`config.mk`:
```
export PLATFORM = sky130hd
export DESIGN_NAME = murmur64a_stream_hash_flat
export DESIGN_NICKNAME = d
export VERILOG_FILES = /design/src/mmh_pkg.sv /design/src/mmh_word_if.sv /design/src/mmh_hash_if.sv /design/src/mmh_mul.sv /design/src/murmur64a_stream_hash.sv /design/src/flat_wrapper.sv
export SDC_FILE = /design/constraint.sdc
export NUM_CORES = 2
export LEC_CHECK = 0
export BUFFER_PORTS_ARGS = -buffer_cell sky130_fd_sc_hd__buf_2
export CAP_MARGIN = 20
export CORE_MARGIN = 2
export CORE_UTILIZATION = 60
export DETAILED_ROUTE_END_ITERATION = 7
export MAX_ROUTING_LAYER = met4
export PLACE_DENSITY_LB_ADDON = 0.15
export SYNTH_ARGS = -nofsm -noshare
export SYNTH_HDL_FRONTEND = slang
export SYNTH_SLANG_ARGS = --single-unit
```
`constraint.sdc`:
```
create_clock -name clk -period 20.5 [get_ports clk]
set_clock_uncertainty 0.2 [all_clocks]
set_input_delay 2.05 -clock clk [delete_from_list [all_inputs] [get_ports clk]]
set_output_delay 2.05 -clock clk [all_outputs]
set_load 0.01 [all_outputs]
```
`src/mmh_pkg.sv`:
```
// ----------------------------------------------------------------------------
// mmh_pkg: shared constants and types for the MurmurHash64A stream hasher
// Mixing constant, length reduction and the control/status bundle of the
// shared 64-bit constant multiplier.
// ----------------------------------------------------------------------------
package mmh_pkg;

	localparam logic [63:0] MIX_MUL     = 64'hc6a4a7935bd1e995;
	localparam int unsigned MIX_SHIFT   = 47;
	localparam int unsigned LENGTH_BITS = 32;

	// total_length is reduced to LENGTH_BITS bits before it seeds the hash
	localparam logic [63:0] LEN_MASK = {64{1'b1}} >> (64 - LENGTH_BITS);

	// request to the shared multiplier: product op * MIX_MUL mod 2^64
	typedef struct packed {
		logic        start;
		logic [63:0] op;
	} mul_ctl_t;

	typedef struct packed {
		logic        busy;
		logic        done;
		logic [63:0] result;
	} mul_sts_t;

endpackage

```
`src/mmh_word_if.sv`:
```
// ----------------------------------------------------------------------------
// mmh_word_if: message word channel
// One beat carries one little-endian 64-bit word of the message.
// ----------------------------------------------------------------------------
interface mmh_word_if;
	logic        valid;
	logic        ready;
	logic [63:0] data_word;
	logic [3:0]  bytes_valid;
	logic        first_word;
	logic        last_word;
	logic [31:0] total_length;

	modport source (
		output valid, data_word, bytes_valid, first_word, last_word, total_length,
		input  ready
	);
	modport sink (
		input  valid, data_word, bytes_valid, first_word, last_word, total_length,
		output ready
	);
endinterface

```
`src/mmh_hash_if.sv`:
```
// ----------------------------------------------------------------------------
// mmh_hash_if: hash result channel
// One beat carries the finished 64-bit hash of one message.
// ----------------------------------------------------------------------------
interface mmh_hash_if;
	logic        valid;
	logic        ready;
	logic [63:0] hash_value;

	modport source (
		output valid, hash_value,
		input  ready
	);
	modport sink (
		input  valid, hash_value,
		output ready
	);
endinterface

```
`src/mmh_mul.sv`:
```
// ----------------------------------------------------------------------------
// mmh_mul: shared 64-bit multiply by the mixing constant
// Low 64 bits of op * MIX_MUL from one 32x32 multiplier over three steps;
// done pulses in the cycle after the last step, result holds until next start.
// ----------------------------------------------------------------------------
module mmh_mul (
	input  logic              clk,
	input  logic              arst_n,
	input  mmh_pkg::mul_ctl_t ctl,
	output mmh_pkg::mul_sts_t sts
);
	import mmh_pkg::*;

	localparam logic [1:0] STEP_IDLE = 2'd0;
	localparam logic [1:0] STEP_LL   = 2'd1;  // lo(a) * lo(M), full 64 bits
	localparam logic [1:0] STEP_HL   = 2'd2;  // hi(a) * lo(M), into upper half
	localparam logic [1:0] STEP_LH   = 2'd3;  // lo(a) * hi(M), into upper half

	logic [1:0]  step_q;
	logic        done_q;
	logic [63:0] a_q;
	logic [63:0] acc_q;
	logic [31:0] mul_x;
	logic [31:0] mul_y;
	logic [63:0] prod;

	always_comb begin
		case (step_q)
			STEP_HL: begin
				mul_x = a_q[63:32];
				mul_y = MIX_MUL[31:0];
			end
			STEP_LH: begin
				mul_x = a_q[31:0];
				mul_y = MIX_MUL[63:32];
			end
			default: begin
				mul_x = a_q[31:0];
				mul_y = MIX_MUL[31:0];
			end
		endcase
		prod = 64'(mul_x) * 64'(mul_y);
	end

	always_ff @(posedge clk or negedge arst_n) begin
		if (!arst_n) begin
			step_q <= STEP_IDLE;
			done_q <= 1'b0;
		end else begin
			done_q <= 1'b0;
			case (step_q)
				STEP_IDLE: begin
					if (ctl.start) step_q <= STEP_LL;
				end
				STEP_LL: step_q <= STEP_HL;
				STEP_HL: step_q <= STEP_LH;
				STEP_LH: begin
					step_q <= STEP_IDLE;
					done_q <= 1'b1;
				end
				default: step_q <= STEP_IDLE;
			endcase
		end
	end

	always_ff @(posedge clk) begin
		if (step_q == STEP_IDLE && ctl.start) a_q <= ctl.op;
		case (step_q)
			STEP_LL: acc_q <= prod;
			STEP_HL, STEP_LH: acc_q[63:32] <= acc_q[63:32] + prod[31:0];
			default: acc_q <= acc_q;
		endcase
	end

	assign sts.busy   = (step_q != STEP_IDLE);
	assign sts.done   = done_q;
	assign sts.result = acc_q;

endmodule

```
`src/murmur64a_stream_hash.sv`:
```
// ----------------------------------------------------------------------------
// murmur64a_stream_hash: MurmurHash64A (seed zero) over a word stream
// Sequencer around one shared constant multiplier, plus a result register.
// ----------------------------------------------------------------------------
// Usage:
//   word_ch carries the message as little-endian 64-bit words, one per beat.
//   first_word on the first beat seeds the hash from total_length; last_word
//   on the final beat (bytes_valid 0..8 there, 8 elsewhere, >8 counts as 8)
//   produces one beat on hash_ch. An empty message is a single beat with
//   both marks set and bytes_valid zero.
//   Every 64-bit multiply goes through mmh_mul: three passes of one 32x32
//   multiplier, then a done pulse. The word channel is held off (ready
//   low) while a word is in flight. Per word: a full word takes three
//   multiplies, a partial word one and an empty word none; first_word adds
//   one for the length seed; last_word adds one for the finish and a load
//   of the result register. The beat itself is taken in idle.
//   Reset clears the running hash to zero, empties the result register and
//   returns to idle. If hash_ch stalls, one finished hash waits in the
//   result register while the next message is taken in; only a second
//   finished hash waits (in the push state) until the register drains.
// ----------------------------------------------------------------------------
module murmur64a_stream_hash (
	input logic       clk,
	input logic       arst_n,
	mmh_word_if.sink  word_ch,
	mmh_hash_if.source hash_ch
);
	import mmh_pkg::*;

	localparam logic [2:0] S_IDLE = 3'd0;  // waiting for a word beat
	localparam logic [2:0] S_LEN  = 3'd1;  // h = len * M
	localparam logic [2:0] S_K1   = 3'd2;  // k = word * M
	localparam logic [2:0] S_K2   = 3'd3;  // k = (k ^ k>>47) * M
	localparam logic [2:0] S_H    = 3'd4;  // h = (h ^ k) * M, or (h ^ tail) * M
	localparam logic [2:0] S_FIN  = 3'd5;  // f = (h ^ h>>47) * M
	localparam logic [2:0] S_PUSH = 3'd6;  // wait for room in result register

	logic [2:0]  state_q;
	logic [2:0]  state_nxt;
	logic [63:0] h_q;       // running hash, unfinished
	logic [63:0] h_nxt;
	logic [63:0] word_q;
	logic [3:0]  nb_q;      // saturated byte count, 0..8
	logic        last_q;

	logic [63:0] hash_q;
	logic        ov_q;
	logic        out_load;

	mul_ctl_t    mul_ctl;
	mul_sts_t    mul_sts;

	logic        accept;
	logic [63:0] cur_word;
	logic [3:0]  cur_nb;
	logic        cur_last;
	logic [3:0]  in_nb;
	logic [63:0] cur_h;
	logic [63:0] byte_mask;
	logic [63:0] tail_h;
	logic [63:0] k_mix;
	logic        word_step;
	logic        fin_step;

	mmh_mul u_mul (
		.clk    (clk),
		.arst_n (arst_n),
		.ctl    (mul_ctl),
		.sts    (mul_sts)
	);

	assign word_ch.ready = (state_q == S_IDLE);
	assign accept        = word_ch.valid && word_ch.ready;

	// counts above 8 saturate
	assign in_nb = (word_ch.bytes_valid > 4'd8) ? 4'd8 : word_ch.bytes_valid;

	// in idle the item is still on the port, later it sits in the registers
	assign cur_word = (state_q == S_IDLE) ? word_ch.data_word : word_q;
	assign cur_nb   = (state_q == S_IDLE) ? in_nb : nb_q;
	assign cur_last = (state_q == S_IDLE) ? word_ch.last_word : last_q;

	always_comb begin
		for (int i = 0; i < 8; i++) begin
			byte_mask[i*8 +: 8] = (4'(i) < cur_nb) ? 8'hff : 8'h00;
		end
	end

	assign k_mix = mul_sts.result ^ (mul_sts.result >> MIX_SHIFT);

	always_comb begin
		state_nxt   = state_q;
		h_nxt       = h_q;
		mul_ctl     = '0;
		out_load    = 1'b0;
		cur_h       = h_q;
		word_step   = 1'b0;
		fin_step    = 1'b0;

		case (state_q)
			S_IDLE: begin
				if (accept) begin
					if (word_ch.first_word) begin
						mul_ctl.start = 1'b1;
						mul_ctl.op    = {32'd0, word_ch.total_length} & LEN_MASK;
						state_nxt     = S_LEN;
					end else begin
						word_step = 1'b1;
					end
				end
			end
			S_LEN: begin
				if (mul_sts.done) begin
					cur_h     = mul_sts.result;
					h_nxt     = mul_sts.result;
					word_step = 1'b1;
				end
			end
			S_K1: begin
				if (mul_sts.done) begin
					mul_ctl.start = 1'b1;
					mul_ctl.op    = k_mix;
					state_nxt     = S_K2;
				end
			end
			S_K2: begin
				if (mul_sts.done) begin
					h_nxt         = h_q ^ mul_sts.result;
					mul_ctl.start = 1'b1;
					mul_ctl.op    = h_q ^ mul_sts.result;
					state_nxt     = S_H;
				end
			end
			S_H: begin
				if (mul_sts.done) begin
					cur_h    = mul_sts.result;
					h_nxt    = mul_sts.result;
					fin_step = 1'b1;
				end
			end
			S_FIN: begin
				if (mul_sts.done) state_nxt = S_PUSH;
			end
			S_PUSH: begin
				// multiplier result holds until the next start
				if (!ov_q || hash_ch.ready) begin
					out_load  = 1'b1;
					state_nxt = S_IDLE;
				end
			end
			default: state_nxt = S_IDLE;
		endcase

		tail_h = cur_h ^ (cur_word & byte_mask);

		if (word_step) begin
			if (cur_nb == 4'd8) begin
				mul_ctl.start = 1'b1;
				mul_ctl.op    = cur_word;
				state_nxt     = S_K1;
			end else if (cur_nb != 4'd0) begin
				h_nxt         = tail_h;
				mul_ctl.start = 1'b1;
				mul_ctl.op    = tail_h;
				state_nxt     = S_H;
			end else begin
				fin_step = 1'b1;  // empty word: nothing folded in
			end
		end

		if (fin_step) begin
			if (cur_last) begin
				mul_ctl.start = 1'b1;
				mul_ctl.op    = cur_h ^ (cur_h >> MIX_SHIFT);
				state_nxt     = S_FIN;
			end else begin
				state_nxt = S_IDLE;
			end
		end
	end

	always_ff @(posedge clk or negedge arst_n) begin
		if (!arst_n) begin
			state_q <= S_IDLE;
			h_q     <= '0;
			ov_q    <= 1'b0;
		end else begin
			state_q <= state_nxt;
			h_q     <= h_nxt;
			if (out_load)           ov_q <= 1'b1;
			else if (hash_ch.ready) ov_q <= 1'b0;
		end
	end

	always_ff @(posedge clk) begin
		if (accept) begin
			word_q <= word_ch.data_word;
			nb_q   <= in_nb;
			last_q <= word_ch.last_word;
		end
		if (out_load) hash_q <= k_mix;
	end

	assign hash_ch.valid      = ov_q;
	assign hash_ch.hash_value = hash_q;

`ifndef SYNTHESIS
	// the sequencer never issues a multiply while one is in flight
	a_no_start_busy: assert property (@(posedge clk) disable iff (!arst_n)
		mul_ctl.start |-> !mul_sts.busy)
		else $error("multiply started while unit busy");

	// multiply-waiting states always have a multiply running or finishing
	a_mul_live: assert property (@(posedge clk) disable iff (!arst_n)
		(state_q == S_LEN || state_q == S_K1 || state_q == S_K2 ||
		 state_q == S_H || state_q == S_FIN) |-> (mul_sts.busy || mul_sts.done))
		else $error("sequencer waiting on an idle multiplier");

	// a finished hash is never overwritten before it is taken
	a_no_overwrite: assert property (@(posedge clk) disable iff (!arst_n)
		(ov_q && !hash_ch.ready) |=> (ov_q && $stable(hash_q)))
		else $error("pending hash lost");
`endif

endmodule

```
`src/flat_wrapper.sv`:
```
// flat-port wrapper written by rule: the top's interface ports become plain ports
module murmur64a_stream_hash_flat import mmh_pkg::*;
  (clk, arst_n, word_ch_valid, word_ch_data_word, word_ch_bytes_valid, word_ch_first_word, word_ch_last_word, word_ch_total_length, word_ch_ready, hash_ch_valid, hash_ch_hash_value, hash_ch_ready);
  mmh_word_if word_ch_i ();
  mmh_hash_if hash_ch_i ();
  input logic clk;
  input logic arst_n;
  input wire logic [$bits(word_ch_i.valid)-1:0] word_ch_valid;
  input wire logic [$bits(word_ch_i.data_word)-1:0] word_ch_data_word;
  input wire logic [$bits(word_ch_i.bytes_valid)-1:0] word_ch_bytes_valid;
  input wire logic [$bits(word_ch_i.first_word)-1:0] word_ch_first_word;
  input wire logic [$bits(word_ch_i.last_word)-1:0] word_ch_last_word;
  input wire logic [$bits(word_ch_i.total_length)-1:0] word_ch_total_length;
  output wire logic [$bits(word_ch_i.ready)-1:0] word_ch_ready;
  output wire logic [$bits(hash_ch_i.valid)-1:0] hash_ch_valid;
  output wire logic [$bits(hash_ch_i.hash_value)-1:0] hash_ch_hash_value;
  input wire logic [$bits(hash_ch_i.ready)-1:0] hash_ch_ready;
  assign word_ch_i.valid = word_ch_valid;
  assign word_ch_i.data_word = word_ch_data_word;
  assign word_ch_i.bytes_valid = word_ch_bytes_valid;
  assign word_ch_i.first_word = word_ch_first_word;
  assign word_ch_i.last_word = word_ch_last_word;
  assign word_ch_i.total_length = word_ch_total_length;
  assign word_ch_ready = word_ch_i.ready;
  assign hash_ch_valid = hash_ch_i.valid;
  assign hash_ch_hash_value = hash_ch_i.hash_value;
  assign hash_ch_i.ready = hash_ch_ready;
  murmur64a_stream_hash u_core (.clk(clk), .arst_n(arst_n), .word_ch(word_ch_i), .hash_ch(hash_ch_i));
endmodule
```
==> impl_results.md <==
* Status: complete, no violations
* ANT nets after route at 0
* Critical path startpoint category: flop
* Share of layout cells above drive strength 1 at 0.07257
* Worst hold start: u_core.hash_ch.valid
* Slew Viols, Final at 0
* Die ar. at 77060 µm²
* Routed WL at 146.7 mm
* R2R Path Start: u_core.u_mul.step_q[0]
* Seq/Total Area, Yosys at 0.2141
* Final Cycle Share at 0.5884
* Die X at 277.6 µm
* Layout Nets at 5778
* Number of synthesized flops with an enable pin at 261
* Post-DP HPWL at 116.8 mm
* Synth top area cells: fa_1 27%, edfxtp_1 17%, ha_1 12%, inv_1 7.1%, dfrtp_1 4.0%
* Asr flop ratio synth at 0.2139
* Global-route wire length before repair at 218.9 mm
* RSZ-0062 raised after global routing: no
* Core box area at 74320 µm²
* CP Class: flop to flop
* CTS Buffer Depth at 3
* Top FF cell, synth: edfxtp_1
* Num CTS Buffers at 36
* Final instance area at 47920 µm²
* WL per Instance at 26.13 µm
* Final TNS setup at 0 ns
* Residual DRC count at 0
* FMAX at 0.08291 GHz
* Hold path cells at 2
* Normalized max-slew margin at 0.1967
* Initial cell density of the core at 0.6043
* Setup Buffers After CTS at 0
* Clock transition at the registers of the reported paths at 0.07 ns
* # port buffers at 171
* Hold EP: u_core.hash_ch.valid
* Slowest stage delay, CP at 1.02 ns
* Maximum capacitance violations at 0
* Final Hold Vio Count at 0
* Drt via density at 6.246
* Worst-Skew Late Latency at 0.56 ns
* Final core occ at 0.6447
* Largest net degree at the start of global routing at 94
* Resized cells post-CTS at 0
* Mapped Cells at 4562
* Rows at 100
* WP data required at 20.58 ns
* Gpl congestion at 1.008
* Area post-placement at 46650 µm²
* Data arrival time of the worst path at 12.15 ns
* Count leader, synth: inv_1
* Critical Path Most Common Cell: inv_1
* Drt pass-1 iters at 5
* Area delta synth->final at 6.683%
* Mapped cell area at 44920 µm²
* H-tree levels at 2
* Yosys reg bits at 332
* Yosys Warn Count at 0
* R2R Setup Slk at 8.44 ns
* Initial antenna violation count at 5
* Total track usage at 0.3953
* Total gr overflow at 0
* Iteration-0 DRC Markers at 4565
* Cell taking the most area after synthesis: fa_1
* RR Endpoint: u_core.u_mul.acc_q[63]
* Clock Sinks at 332
* Hold Crit Class: flop to flop
* Synth cell count leaders: 844 x inv_1, 613 x fa_1, 443 x ha_1
* Num ports at 172
* Avg Cell Area, Syn at 9.846 µm²
* Critical path endpoint category: flop
* Vias at 35.08k
* CP Max Fanout at 18
* Final setup vio count at 0
* Syn_nets at 5724
* Crit-path slowest cell: a2111oi_0
* Min Tclk post-route at 12.06 ns
* Hold_buf cts at 0
* Reg2Reg Depth at 43
* CTS tree: yes
* Die Ht at 277.6 µm
* Vias in the first global route at 34.14k
* Unique masters post-synth at 80
* Slew @ Worst Pin at 1.175 ns
* Share of the synthesized area in the top cell type at 0.2732
* Clock Tree Root: clkbuf_16
==> placed cells by master (no fill, tap or decap), types with 10 or more instances in the layout <==
master,instances
o21bai_1,25
a211oi_1,12
a2111oi_0,11
o22ai_1,47
a21o_1,75
nand4_1,10
o21ai_1,16
buf_4,56
a31oi_1,12
o211ai_1,59
a21oi_1,350
a22oi_1,54
or3_1,14
o22a_1,64
clkbuf_16,36
o21a_1,41
nand2_1,219
edfxtp_1,261
nor2_1,184
a221oi_1,11
inv_1,844
buf_2,170
nand2b_1,18
and2_1,16
xor2_1,104
dfrtp_1,68
ha_1,440
o21ai_0,212
mux2i_1,149
or2_2,10
o221ai_1,18
fa_1,613
nand3_1,95
xnor2_1,155
nor2b_1,10
==> area by class of cell <==
class	count	area (µm²)
Inverter	847	3181
Clock buffer	45	954.7
Sequential cell	332	9623
Clock inverter	21	301.5
Timing Repair Buffer	226	1271
Antenna cell	3	7.507
Fill cell	6083	26400
Tap cell	969	1212
Multi-Input combinational cell	3173	31370
==> worst max-delay path, delay by kind of cell, from the launching register on <==
kind	cells	cell delay, ns
AO/OA/AOI/OAI	12	2.78
XOR/XNOR	3	0.46
buffers and inverters	9	1.23
adder cells (fa/ha/maj)	11	4.79
multiplexers	1	0.95
flip-flops	1	0.44
AND/OR/NAND/NOR	7	0.92
==> flip-flops by register name, summed over array words and instances (netlist names) <==
signal and count:
u_core.u_mul.done_q 1, u_core.nb_q 4, u_core.state_q 3, u_core.h_q 64, u_core.u_mul.a_q 64, u_core.u_mul.acc_q 64, u_core.hash_ch.valid 1, u_core.u_mul.step_q 2
u_core.word_q 64, u_core.last_q 1, u_core.hash_ch.hash_value 64
==> logic make-up after synthesis <==
logic type / Yosys count / share of synthesized area
AO/OA/AOI/OAI: 1078 / 0.1517
flip-flops: 332 / 0.2141
adder cells (fa/ha/maj): 1056 / 0.3966
multiplexers: 159 / 0.03596
XOR/XNOR: 259 / 0.05050
other: 1 / 0.00008349
buffers and inverters: 1057 / 0.08973
AND/OR/NAND/NOR: 620 / 0.06140
==> worst max-delay path by stage <==
stage / from / cells past startpoint / end / slack (ns)
2_1_floorplan: u_core.u_mul.step_q[0] / 44 / u_core.u_mul.acc_q[63] / 10.67
3_3_place_gp: u_core.u_mul.step_q[0] / 41 / u_core.u_mul.acc_q[63] / 8.77
3_5_place_dp: u_core.u_mul.step_q[0] / 43 / u_core.u_mul.acc_q[63] / 8.79
4_1_cts: u_core.u_mul.step_q[0] / 43 / u_core.u_mul.acc_q[63] / 8.77
5_1_grt: u_core.u_mul.step_q[0] / 43 / u_core.u_mul.acc_q[63] / 7.95
6_report: u_core.u_mul.step_q[0] / 43 / u_core.u_mul.acc_q[63] / 8.44
==> metal layers <==
layer	global-route usage	vias up	part of all wire
met2	0.5685	1899	0.44
met1	0.5621	17479	0.41
met4	0.1210	0	0.037
li1	-	15409	-
met3	0.08650	293	0.12
met5	-	-	0
==> metrics by stage <==
step / instances / worst slack (ns) / hold WS (ns)
2_1_floorplan: 4562 / 10.67 / 0.2244
3_3_place_gp: 5545 / 8.773 / 0.3693
3_5_place_dp: 5546 / 8.790 / 0.3744
4_1_cts: 5612 / 8.768 / 0.3905
5_1_grt: 5613 / 7.947 / 0.4449
6_report: 5616 / 8.439 / 0.3888
Power is not shown: default switching activity piles up to over one toggle a cycle in this logic, so the estimate is an artifact.
